===== src/design/bitmap_font_stream_decoder_top_defines.svh =====
// Assertion macros used by the font stream decoder top module.
`ifndef BITMAP_FONT_STREAM_DECODER_TOP_DEFINES_SVH
`define BITMAP_FONT_STREAM_DECODER_TOP_DEFINES_SVH

// Same-cycle implication, checked outside reset.
`define BFSD_ASSERT_NOW(label, clk, rst_n, ante, cons, msg) \
    label: assert property (@(posedge clk) disable iff (!rst_n) (ante) |-> (cons)) \
        else $error(msg);

// Next-cycle implication, checked outside reset.
`define BFSD_ASSERT_NEXT(label, clk, rst_n, ante, cons, msg) \
    label: assert property (@(posedge clk) disable iff (!rst_n) (ante) |=> (cons)) \
        else $error(msg);

`endif


===== src/design/bfsd_pkg.sv =====
// Types, codes and constants of the bitmap font stream decoder.
package bfsd_pkg;

    typedef enum logic [1:0] {
        KIND_HEADER  = 2'd0,
        KIND_GLYPH   = 2'd1,
        KIND_ERROR   = 2'd2,
        KIND_IGNORED = 2'd3
    } kind_t;

    typedef enum logic [2:0] {
        ERR_NONE        = 3'd0,
        ERR_MAGIC       = 3'd1,
        ERR_VERSION     = 3'd2,
        ERR_ZERO_WIDTH  = 3'd3,
        ERR_ZERO_HEIGHT = 3'd4,
        ERR_ZERO_COUNT  = 3'd5,
        ERR_TRUNCATED   = 3'd6
    } err_t;

    // Header byte positions; POS_DATA marks the glyph data phase.
    localparam logic [3:0] POS_MAGIC0   = 4'd0;
    localparam logic [3:0] POS_VERSION0 = 4'd3;
    localparam logic [3:0] POS_VERSION2 = 4'd5;
    localparam logic [3:0] POS_WIDTH    = 4'd6;
    localparam logic [3:0] POS_HEIGHT   = 4'd7;
    localparam logic [3:0] POS_COUNT_HI = 4'd8;
    localparam logic [3:0] POS_COUNT_LO = 4'd9;
    localparam logic [3:0] POS_DATA     = 4'd10;

    localparam logic [7:0] FULL_MASK  = 8'hFF;
    localparam logic [3:0] FULL_COUNT = 4'd8;

    typedef struct packed {
        logic [7:0] data_byte;
        logic       is_last;
    } in_item_t;

    typedef struct packed {
        kind_t       kind;
        err_t        error_code;
        logic [15:0] glyph_number;
        logic [12:0] byte_offset;
        logic [7:0]  pixels;
        logic [3:0]  pixel_count;
        logic        glyph_end;
        logic        font_end;
        logic [7:0]  cell_width;
        logic [7:0]  cell_height;
        logic [15:0] glyph_total;
    } result_t;

    // Expected text of the first six header bytes: "BMP" then "000".
    function automatic logic [7:0] hdr_char(input logic [2:0] pos);
        logic [7:0] ch;
        unique case (pos)
            3'd0:    ch = 8'h42;
            3'd1:    ch = 8'h4D;
            3'd2:    ch = 8'h50;
            3'd3:    ch = 8'h30;
            3'd4:    ch = 8'h30;
            3'd5:    ch = 8'h30;
            default: ch = 8'h00;
        endcase
        return ch;
    endfunction

endpackage


===== src/design/bitmap_font_stream_decoder_top.sv =====
// An accepted item passes through the input register, then the result register, before its result is valid.
// Throughput: one item per cycle while out_ready stays high; each byte is decoded in a single pass of the core logic.
// While a result waits, the input register still takes one more item, then in_ready drops.
// Reset (rst_n low, asynchronous) clears both stages, the header position, the stored
// header values, the glyph counters, the held error and the finished flag.
module bitmap_font_stream_decoder_top (
    input  logic        clk,
    input  logic        rst_n,
    input  logic        in_valid,
    output logic        in_ready,
    input  logic [7:0]  data_byte,
    input  logic        is_last,
    output logic        out_valid,
    input  logic        out_ready,
    output logic [1:0]  kind,
    output logic [2:0]  error_code,
    output logic [15:0] glyph_number,
    output logic [12:0] byte_offset,
    output logic [7:0]  pixels,
    output logic [3:0]  pixel_count,
    output logic        glyph_end,
    output logic        font_end,
    output logic [7:0]  cell_width,
    output logic [7:0]  cell_height,
    output logic [15:0] glyph_total
);

    `include "bitmap_font_stream_decoder_top_defines.svh"

    bfsd_pkg::in_item_t in_item;
    bfsd_pkg::in_item_t held_item;
    bfsd_pkg::result_t  core_result;
    bfsd_pkg::result_t  out_result;
    logic               held_valid;
    logic               out_space;
    logic               advance;

    assign in_item.data_byte = data_byte;
    assign in_item.is_last   = is_last;
    assign advance           = held_valid && out_space;

    bfsd_in_stage u_in_stage (
        .clk        (clk),
        .rst_n      (rst_n),
        .in_valid   (in_valid),
        .in_ready   (in_ready),
        .item       (in_item),
        .pop        (advance),
        .held_valid (held_valid),
        .held_item  (held_item)
    );

    bfsd_core u_core (
        .clk    (clk),
        .rst_n  (rst_n),
        .take   (advance),
        .item   (held_item),
        .result (core_result)
    );

    bfsd_out_stage u_out_stage (
        .clk        (clk),
        .rst_n      (rst_n),
        .load       (advance),
        .result_in  (core_result),
        .space      (out_space),
        .out_valid  (out_valid),
        .out_ready  (out_ready),
        .result_out (out_result)
    );

    assign kind         = out_result.kind;
    assign error_code   = out_result.error_code;
    assign glyph_number = out_result.glyph_number;
    assign byte_offset  = out_result.byte_offset;
    assign pixels       = out_result.pixels;
    assign pixel_count  = out_result.pixel_count;
    assign glyph_end    = out_result.glyph_end;
    assign font_end     = out_result.font_end;
    assign cell_width   = out_result.cell_width;
    assign cell_height  = out_result.cell_height;
    assign glyph_total  = out_result.glyph_total;

    `BFSD_ASSERT_NOW(a_err_code_only_on_error, clk, rst_n,
        out_valid, ((kind == bfsd_pkg::KIND_ERROR) == (error_code != bfsd_pkg::ERR_NONE)),
        "error code does not match result kind")

    `BFSD_ASSERT_NOW(a_glyph_pixel_count, clk, rst_n,
        out_valid && kind == bfsd_pkg::KIND_GLYPH,
        pixel_count >= 4'd1 && pixel_count <= bfsd_pkg::FULL_COUNT
            && (glyph_end || pixel_count == bfsd_pkg::FULL_COUNT)
            && (!font_end || glyph_end),
        "glyph data item has an inconsistent pixel count or end flags")

    `BFSD_ASSERT_NEXT(a_held_item_reaches_output, clk, rst_n,
        held_valid && out_space,
        out_valid,
        "decoded item did not reach the result register")

endmodule


===== src/design/bfsd_in_stage.sv =====
// Input register of the decoder: holds one accepted item until the core takes it.
module bfsd_in_stage (
    input  logic                clk,
    input  logic                rst_n,
    input  logic                in_valid,
    output logic                in_ready,
    input  bfsd_pkg::in_item_t  item,
    input  logic                pop,
    output logic                held_valid,
    output bfsd_pkg::in_item_t  held_item
);

    logic               valid_reg;
    bfsd_pkg::in_item_t item_reg;

    // A new item may enter when the register is empty or the held one leaves in the same cycle.
    assign in_ready   = !valid_reg || pop;
    assign held_valid = valid_reg;
    assign held_item  = item_reg;

    always_ff @(posedge clk or negedge rst_n)
    begin
        if (!rst_n)
        begin
            valid_reg <= 1'b0;
        end
        else if (in_ready)
        begin
            valid_reg <= in_valid;
        end
    end

    always_ff @(posedge clk)
    begin
        if (in_valid && in_ready)
        begin
            item_reg <= item;
        end
    end

endmodule


===== src/design/bfsd_core.sv =====
// Header parser, glyph position tracking and pixel masking of the decoder.
module bfsd_core (
    input  logic                clk,
    input  logic                rst_n,
    input  logic                take,
    input  bfsd_pkg::in_item_t  item,
    output bfsd_pkg::result_t   result
);

    logic [3:0]      hpos_reg,    hpos_next;
    logic [7:0]      width_reg,   width_next;
    logic [7:0]      height_reg,  height_next;
    logic [15:0]     count_reg,   count_next;
    logic [12:0]     bytes_reg,   bytes_next;
    logic [3:0]      tail_reg,    tail_next;
    logic [12:0]     offset_reg,  offset_next;
    logic [15:0]     glyph_reg,   glyph_next;
    bfsd_pkg::err_t  error_reg,   error_next;
    logic            finished_reg, finished_next;

    logic [15:0]     cell_bits;
    logic [16:0]     bits_round;

    assign cell_bits  = {8'd0, width_reg} * {8'd0, height_reg};
    assign bits_round = {1'b0, cell_bits} + 17'd7;

    always_comb
    begin
        bfsd_pkg::err_t hdr_err;
        logic           gend;
        logic           fend;
        logic [3:0]     cnt;
        logic [7:0]     mask;

        hpos_next     = hpos_reg;
        width_next    = width_reg;
        height_next   = height_reg;
        count_next    = count_reg;
        bytes_next    = bytes_reg;
        tail_next     = tail_reg;
        offset_next   = offset_reg;
        glyph_next    = glyph_reg;
        error_next    = error_reg;
        finished_next = finished_reg;
        hdr_err       = bfsd_pkg::ERR_NONE;
        gend          = ({1'b0, offset_reg} + 14'd1) >= {1'b0, bytes_reg};
        fend          = gend && (({1'b0, glyph_reg} + 17'd1) >= {1'b0, count_reg});
        cnt           = gend ? tail_reg : bfsd_pkg::FULL_COUNT;
        mask          = bfsd_pkg::FULL_MASK << (bfsd_pkg::FULL_COUNT - cnt);

        result              = '0;
        result.kind         = bfsd_pkg::KIND_HEADER;
        result.error_code   = bfsd_pkg::ERR_NONE;

        if (error_reg != bfsd_pkg::ERR_NONE)
        begin
            result.kind       = bfsd_pkg::KIND_ERROR;
            result.error_code = error_reg;
        end
        else if (finished_reg)
        begin
            result.kind = bfsd_pkg::KIND_IGNORED;
        end
        else if (hpos_reg < bfsd_pkg::POS_DATA)
        begin
            unique case (hpos_reg) inside
                [bfsd_pkg::POS_MAGIC0:bfsd_pkg::POS_VERSION2]:
                begin
                    if (item.data_byte != bfsd_pkg::hdr_char(hpos_reg[2:0]))
                    begin
                        if (hpos_reg < bfsd_pkg::POS_VERSION0)
                        begin
                            hdr_err = bfsd_pkg::ERR_MAGIC;
                        end
                        else
                        begin
                            hdr_err = bfsd_pkg::ERR_VERSION;
                        end
                    end
                end
                bfsd_pkg::POS_WIDTH:
                begin
                    width_next = item.data_byte;
                    if (item.data_byte == 8'd0)
                    begin
                        hdr_err = bfsd_pkg::ERR_ZERO_WIDTH;
                    end
                end
                bfsd_pkg::POS_HEIGHT:
                begin
                    height_next = item.data_byte;
                    if (item.data_byte == 8'd0)
                    begin
                        hdr_err = bfsd_pkg::ERR_ZERO_HEIGHT;
                    end
                end
                bfsd_pkg::POS_COUNT_HI:
                begin
                    count_next = {item.data_byte, 8'd0};
                end
                bfsd_pkg::POS_COUNT_LO:
                begin
                    count_next = {count_reg[15:8], item.data_byte};
                    if (count_next == 16'd0)
                    begin
                        hdr_err = bfsd_pkg::ERR_ZERO_COUNT;
                    end
                    else
                    begin
                        bytes_next  = bits_round[15:3];
                        // Width and height are nonzero here, so the last byte
                        // of a glyph always holds one to eight pixels.
                        tail_next   = (cell_bits[2:0] == 3'd0) ?
                                      bfsd_pkg::FULL_COUNT : {1'b0, cell_bits[2:0]};
                        offset_next = '0;
                        glyph_next  = '0;
                    end
                end
                default:
                begin
                    hdr_err = bfsd_pkg::ERR_NONE;
                end
            endcase

            if (hdr_err == bfsd_pkg::ERR_NONE)
            begin
                hpos_next = hpos_reg + 4'd1;
                if (item.is_last)
                begin
                    hdr_err = bfsd_pkg::ERR_TRUNCATED;
                end
            end

            if (hdr_err != bfsd_pkg::ERR_NONE)
            begin
                error_next        = hdr_err;
                result.kind       = bfsd_pkg::KIND_ERROR;
                result.error_code = hdr_err;
            end
        end
        else if (item.is_last && !fend)
        begin
            error_next        = bfsd_pkg::ERR_TRUNCATED;
            result.kind       = bfsd_pkg::KIND_ERROR;
            result.error_code = bfsd_pkg::ERR_TRUNCATED;
        end
        else
        begin
            result.kind         = bfsd_pkg::KIND_GLYPH;
            result.glyph_number = glyph_reg;
            result.byte_offset  = offset_reg;
            result.pixels       = item.data_byte & mask;
            result.pixel_count  = cnt;
            result.glyph_end    = gend;
            result.font_end     = fend;
            if (fend)
            begin
                finished_next = 1'b1;
            end
            else if (gend)
            begin
                offset_next = '0;
                glyph_next  = glyph_reg + 16'd1;
            end
            else
            begin
                offset_next = offset_reg + 13'd1;
            end
        end

        result.cell_width  = width_next;
        result.cell_height = height_next;
        result.glyph_total = count_next;
    end

    always_ff @(posedge clk or negedge rst_n)
    begin
        if (!rst_n)
        begin
            hpos_reg     <= '0;
            width_reg    <= '0;
            height_reg   <= '0;
            count_reg    <= '0;
            bytes_reg    <= '0;
            tail_reg     <= '0;
            offset_reg   <= '0;
            glyph_reg    <= '0;
            error_reg    <= bfsd_pkg::ERR_NONE;
            finished_reg <= 1'b0;
        end
        else if (take)
        begin
            hpos_reg     <= hpos_next;
            width_reg    <= width_next;
            height_reg   <= height_next;
            count_reg    <= count_next;
            bytes_reg    <= bytes_next;
            tail_reg     <= tail_next;
            offset_reg   <= offset_next;
            glyph_reg    <= glyph_next;
            error_reg    <= error_next;
            finished_reg <= finished_next;
        end
    end

endmodule


===== src/design/bfsd_out_stage.sv =====
// Result register of the decoder: holds one result until the consumer takes it.
module bfsd_out_stage (
    input  logic               clk,
    input  logic               rst_n,
    input  logic               load,
    input  bfsd_pkg::result_t  result_in,
    output logic               space,
    output logic               out_valid,
    input  logic               out_ready,
    output bfsd_pkg::result_t  result_out
);

    logic              valid_reg;
    bfsd_pkg::result_t result_reg;

    assign space      = !valid_reg || out_ready;
    assign out_valid  = valid_reg;
    assign result_out = result_reg;

    always_ff @(posedge clk or negedge rst_n)
    begin
        if (!rst_n)
        begin
            valid_reg <= 1'b0;
        end
        else if (space)
        begin
            valid_reg <= load;
        end
    end

    always_ff @(posedge clk)
    begin
        if (load && space)
        begin
            result_reg <= result_in;
        end
    end

endmodule

===== config.mk =====
export PLATFORM = sky130hd
export DESIGN_NAME = bitmap_font_stream_decoder_top
export DESIGN_NICKNAME = d
export VERILOG_FILES = /design/src/design/bfsd_pkg.sv /design/src/design/bitmap_font_stream_decoder_top.sv /design/src/design/bfsd_in_stage.sv /design/src/design/bfsd_core.sv /design/src/design/bfsd_out_stage.sv
export VERILOG_INCLUDE_DIRS = /design/src /design/src/design
export SDC_FILE = /design/constraint.sdc
export NUM_CORES = 1
export LEC_CHECK = 0
export ABC_AREA = 0
export BUFFER_PORTS_ARGS = -buffer_cell sky130_fd_sc_hd__buf_4
export CAP_MARGIN = 20
export CORE_MARGIN = 4
export CORE_UTILIZATION = 53
export DETAILED_ROUTE_END_ITERATION = 10
export GPL_TIMING_DRIVEN = 0
export PLACE_DENSITY = 0.76
export SKIP_CTS_REPAIR_TIMING = 1
export SYNTH_ARGS = -nofsm -noshare
export SYNTH_HDL_FRONTEND = slang
export SYNTH_SLANG_ARGS = --single-unit

===== constraint.sdc =====
create_clock -name clk -period 12.1 [get_ports clk]
set_input_delay 0.605 -clock clk [delete_from_list [all_inputs] [get_ports clk]]
set_output_delay 0.605 -clock clk [all_outputs]
set_load 0.01 [all_outputs]

* Word-level counts from Yosys, hierarchy flattened
Cells that the tools add are included.
** Storage, ports and cells
- Latch bits :: 0
- ROM bits :: 0
- Bits in registers :: 177
- Bits of input ports :: 13
- Logic and storage cells :: 150
- Memory bits (writable) :: 0
- Memories kept :: 0
** Cells by class
- Add/subtract/negate cells :: 7
- Reduce and logical (&&, ||, !) cells :: 29
- Eq/ne operators :: 15
- Multiplexer cells :: 61
- Order comparisons :: 6
- Bitwise logic cells :: 4
- Divide/modulo/power cells :: 0
- $mul :: 1
- Shift-type cells :: 1
** Operators with widths (number)
- $mux 16 :: 9
- $mux 8 :: 12
- $mux 43 :: 2
- $mux 13 :: 6
- $mux 3 :: 16
- $mux 46 :: 1
- $pmux 16 s2 :: 1
- $pmux 7 s4 :: 1
- $add 16x1->17 const B :: 1
- $ge 17x16->1 :: 1
- $add 16x1->16 const B :: 1
- $add 16x3->16 const B :: 1
- $logic_not 16->1 :: 1
- $mul 8x8->16 :: 1
- $add 13x1->14 const B :: 1
- $ge 14x13->1 :: 1
- $add 13x1->13 const B :: 1
- $pmux 3 s4 :: 1
- $mux 5 :: 2
- $reduce_and 5->1 :: 2
- $logic_not 3->1 :: 3
- $and 8x8->8 :: 1
- $eq 4x3->1 const B :: 2
- $eq 4x4->1 const B :: 2
- 30 further kinds :: 54

* Depth between registers and ports, before layout
- Depth after elaboration :: 23
- Gate-level depth with buffers :: 20
- Mapped depth without buffers :: 18

* Cells and area by module
From an unflattened synthesis, not the netlist that was laid out.
** Second synthesis, totals
- Cell total of the unflattened synthesis :: 1023
- Area, all modules :: 10946.7 µm²
** Modules (own cells, without submodules)
- bfsd_core :: area an instance 8160.3 µm², instances 1, cells each 925, sequential area each 2152.1 µm²
- bfsd_out_stage :: area an instance 2456.1 µm², instances 1, cells each 84, sequential area each 2427.3 µm²
- bfsd_in_stage :: area an instance 324.1 µm², instances 1, cells each 13, sequential area each 295.3 µm²
- bitmap_font_stream_decoder_top :: area an instance 6.3 µm², instances 1, cells each 1, sequential area each 0.0 µm²

* Worst setup path after synthesis
No wires, ideal clock.
- Path kind :: flip-flop to flip-flop
- From :: register u_core.width_reg[0]
- To :: register u_core.bytes_reg[12]
- Required time :: 12013 ps
- Setup slack :: 7065 ps
- Arrival time :: 4949 ps
- Cell stages (with the launch flop) :: 20
- Library setup time :: 87 ps
- Path buffers :: 2
- Cell sequence :: dfrtp_1 -> clkbuf_1 -> nand2_1 -> fa_1 -> fa_1 -> inv_1 -> fa_1 -> inv_1 -> fa_1 -> inv_1 -> ha_1 -> clkbuf_1 -> a2111o_1 -> a21o_1 -> a31o_2 -> a21oi_1 -> xnor2_1 -> nand4_2 -> or4_1 -> o211ai_1
** Between the ends
- Longest elaborated chain between the ends :: 2
** Ends and longest elaborated chain
- start, declared :: RTL line bfsd_core.sv:11 : logic [7:0] width_reg, width_next;
- start signal, assigned :: RTL line bfsd_core.sv:194 : width_reg <= width_next;
- $mul 8x8->16 :: RTL line bfsd_core.sv:24 : assign cell_bits = {8'd0, width_reg} * {8'd0, height_reg};
- $add 16x3->16 :: RTL line bfsd_core.sv:25 : assign bits_round = {1'b0, cell_bits} + 17'd7;
- end signal, assigned :: RTL line bfsd_core.sv:197 : bytes_reg <= bytes_next;
- end, declared :: RTL line bfsd_core.sv:14 : logic [12:0] bytes_reg, bytes_next;
No other way between the ends.
A chain may end at the register's enable or synchronous reset.

* Worst setup path in the final report
- From :: register u_core.height_reg[6]
- To :: register u_core.bytes_reg[12]
** Between the ends
- Longest elaborated chain between the ends :: 2
** Ends and longest elaborated chain
- start, declared :: RTL line bfsd_core.sv:12 : logic [7:0] height_reg, height_next;
- start signal, assigned :: RTL line bfsd_core.sv:195 : height_reg <= height_next;
- $mul 8x8->16 :: RTL line bfsd_core.sv:24
- $add 16x3->16 :: RTL line bfsd_core.sv:25
No other way between the ends.

==> reports/results.ini <==
[outcome]
status = completed

[placed_design]
gp_congestion = 0.875
dpl.hpwl_um = 18400
dp_cells = 1435
port_buffers = 94

[logic_synthesis]
yosysWarnings = 0
ys_types = 81
synth_edf_count = 89
muxShareOfSynthArea_pct = 1.83
ys_ff_latch = 177
synthCells = 1069
synth-compound-area-share_pct = 11.0
synth.largest_area_cell = edfxtp_1
yosysSeqAreaShare_pct = 44.3
synth_most_common_cell = nand2_1
synth.area.top_cells = edfxtp_1 (24%), dfrtp_1 (20%), ha_1 (8.5%)
yosys.area_share.adder_pct = 15.1
postSynthAreaPerCell_um2 = 10.3
synth_common_cells = nand2_1 (153), inv_1 (92), and2_1 (89), edfxtp_1 (89), dfrtp_1 (88)
synthXorXnorAreaFrac_pct = 4.14
synth_top_family_by_area = simple AND/OR/NAND/NOR gates
synth_top_area_share_pct = 24.3
synthFlopType = edfxtp_1
synthSimpleGateAreaFrac_pct = 18.8
synthArstFlopShare_pct = 49.7
syn-cell-area_um2 = 11000
syn_nets = 1193

[clocking]
clock_latency_ns = 0.44
clkSinkCount = 177
clk_pin_slew_worst_paths_ns = 0.07
htreeDepth = 4
cts_buffers = 17
cts_tree = built
cts_buffer_depth = 2
cts_root_buf = clkbuf_16

[timing]
rsz0062_at_grt = no
maxSlewHeadroom_pct = 45.1
setup_viol = 0
skew_ns = 0.00895
report.final.hold_viol_count = 0
worstMarginPinSlew_ns = 0.820
timing.setup.tns_ns = 0
fmax_ghz = 0.183
post-route-period-util_pct = 45.2
maxSlewViolCount = 0
finalCriticalPeriod_ns = 5.47

[route]
vias = 8197
wl_per_cell_um = 16.7
drc = 0
drt_iter0_markers = 604
viasPerCell = 5.59
routed_wl_um = 24500
postRouteAntennaNets = 0
drtPass1Iterations = 5

[power_and_ir_drop]
powerDensity_nw_per_um2 = 115
leakage_uw = 0.00586
vdd_drop_max_v = 0.0000901
power.total_uw = 1460

[global_route]
grt_pass1_vias = 7767
grt_usage_pct = 21.7
antenna_found_initial = 0
grt_pass1_wl_um = 40800
gr-total-overflow = 0
grt_max_degree = 69

[layout]
nets = 1308
fill_cells = 1642
drive_gt1_share_pct = 14.9
diodes = 0
final_cells = 1467
syn2layout_area_growth_pct = 15.7
largest_reg_flops = 80

[floorplan]
die_h_um = 152
fp.dieArea_um2 = 23100
rows = 52
die_w_um = 152
start_util_pct = 54.2
boundaryPins = 95
core_um2 = 20300

[job]
maxCapViolations = 0

[critical_path]
crit_path_cell_trace = clkbuf_1 -> nand2_1 -> fa_1 -> fa_1 -> inv_1 -> fa_1 -> inv_1 -> fa_1 -> inv_1 -> ha_1 -> clkbuf_1 -> a2111o_1 -> a21o_1 -> a31o_2 -> a21oi_1 -> xnor2_1 -> nand4_2 -> or4_1 -> o211ai_1
worstSetupPathType = flop to flop
cp.required_ns = 12.45
crit_path_start_kind = flop
worstSetupEndpointType = flop
cp_slowest_cell = fa_1
worst_ep_arrival_time_ns = 5.82
cp_common_cell = fa_1
crit_path_max_incr_delay_ns = 0.54
critPathMaxFanout = 10

[worst_hold_path]
hold_class = input pin to async pin

-- final timing paths --
| path | startpoint | slack, ns | cells after the start | endpoint |
|---|---|---|---|---|
| max | u_core.height_reg[6]$_DFFE_PN0P_ | 6.63 | 19 | u_core.bytes_reg[12]$_DFFE_PN0P_ |
| min | rst_n | 0.06 | 1 | u_core.glyph_reg[9]$_DFFE_PN0P_ |
| max reg2reg | u_core.height_reg[6]$_DFFE_PN0P_ | 6.63 | 19 | u_core.bytes_reg[12]$_DFFE_PN0P_ |
| min reg2reg | u_core.bytes_reg[5]$_DFFE_PN0P_ | 0.48 | 2 | u_core.bytes_reg[5]$_DFFE_PN0P_ |
| max in group asynchronous | rst_n | 11.36 | 2 | u_core.hpos_reg[1]$_DFFE_PN0P_ |
| min in group clk | data_byte[4] | 0.34 | 1 | u_in_stage.held_item[5]$_DFFE_PP_ |
-- logic make-up after synthesis --
group           count (synthesis)
buf+inv                       137
xor+xnor                       52
fa+ha+maj                     111
simple gates                  398
flops                         177
compound gates                176
mux                            18
-- per-layer routing --
| layer | routed length [µm] | global-route usage, % | vias up |
|---|---|---|---|
| met5 | 0 | 0 | - |
| met4 | 588 | 6.68 | 0 |
| met3 | 1730 | 5.09 | 43 |
| met2 | 11200 | 33.6 | 282 |
| met1 | 11000 | 30.6 | 3961 |
| li1 | - | - | 3911 |
-- per-stage QoR --
step | setup WS [ns] | hold WS (ns) | instance area [µm²] | util, %
2_1_floorplan | 7.06 | 0.309 | 11000 | -
3_3_place_gp | 6.71 | 0.465 | 12000 | 59.3
3_5_place_dp | 6.61 | 0.471 | 12100 | 59.6
4_1_cts | 6.58 | 0.0597 | 12700 | 62.7
5_1_grt | 6.31 | 0.0726 | 12700 | 62.7
6_report | 6.63 | 0.0626 | 12700 | 62.7
-- layout by cell type (no fill, tap or decap), drive strengths merged, types with 8 or more instances in the layout --
cell type    n
a21oi       27
a22o        16
and2        90
and3        15
buf        106
clkbuf      53
dfrtp       88
edfxtp      89
fa          36
ha          75
inv         99
mux2        17
nand2      153
nand2b      11
nand3       29
nor2        38
nor3         9
o211ai       8
o21a         8
o21ai       65
or3          8
xnor2       27
xor2        25
-- cell type report --
| cell class | instances | area, µm² | area share [%] |
|---|---|---|---|
| Multi-Input combinational cell | 755 | 5600 | 44.0 |
| Sequential cell | 177 | 4870 | 38.3 |
| Timing Repair Buffer | 96 | 761 | 5.97 |
| Clock buffer | 19 | 433 | 3.40 |
| Inverter | 93 | 349 | 2.74 |
| Tap cell | 270 | 338 | 2.65 |
| Clock inverter | 13 | 195 | 1.53 |
| Buffer | 44 | 184 | 1.44 |
-- critical path, delay by kind of cell, from the launching register on --
family / cells / cell delay (ns)
fa+ha+maj: 5 / 2.28
compound gates: 5 / 1.02
simple gates: 3 / 0.85
buf+inv: 5 / 0.69
flops: 1 / 0.32
xor+xnor: 1 / 0.20
-- power breakdown --
group	switching, µW	internal [µW]	total, µW
Sequential	21.8	680	702
Combinational	96.9	68.1	165
Clock	242	351	593
Note: power is estimated with default switching activity, not from simulation.
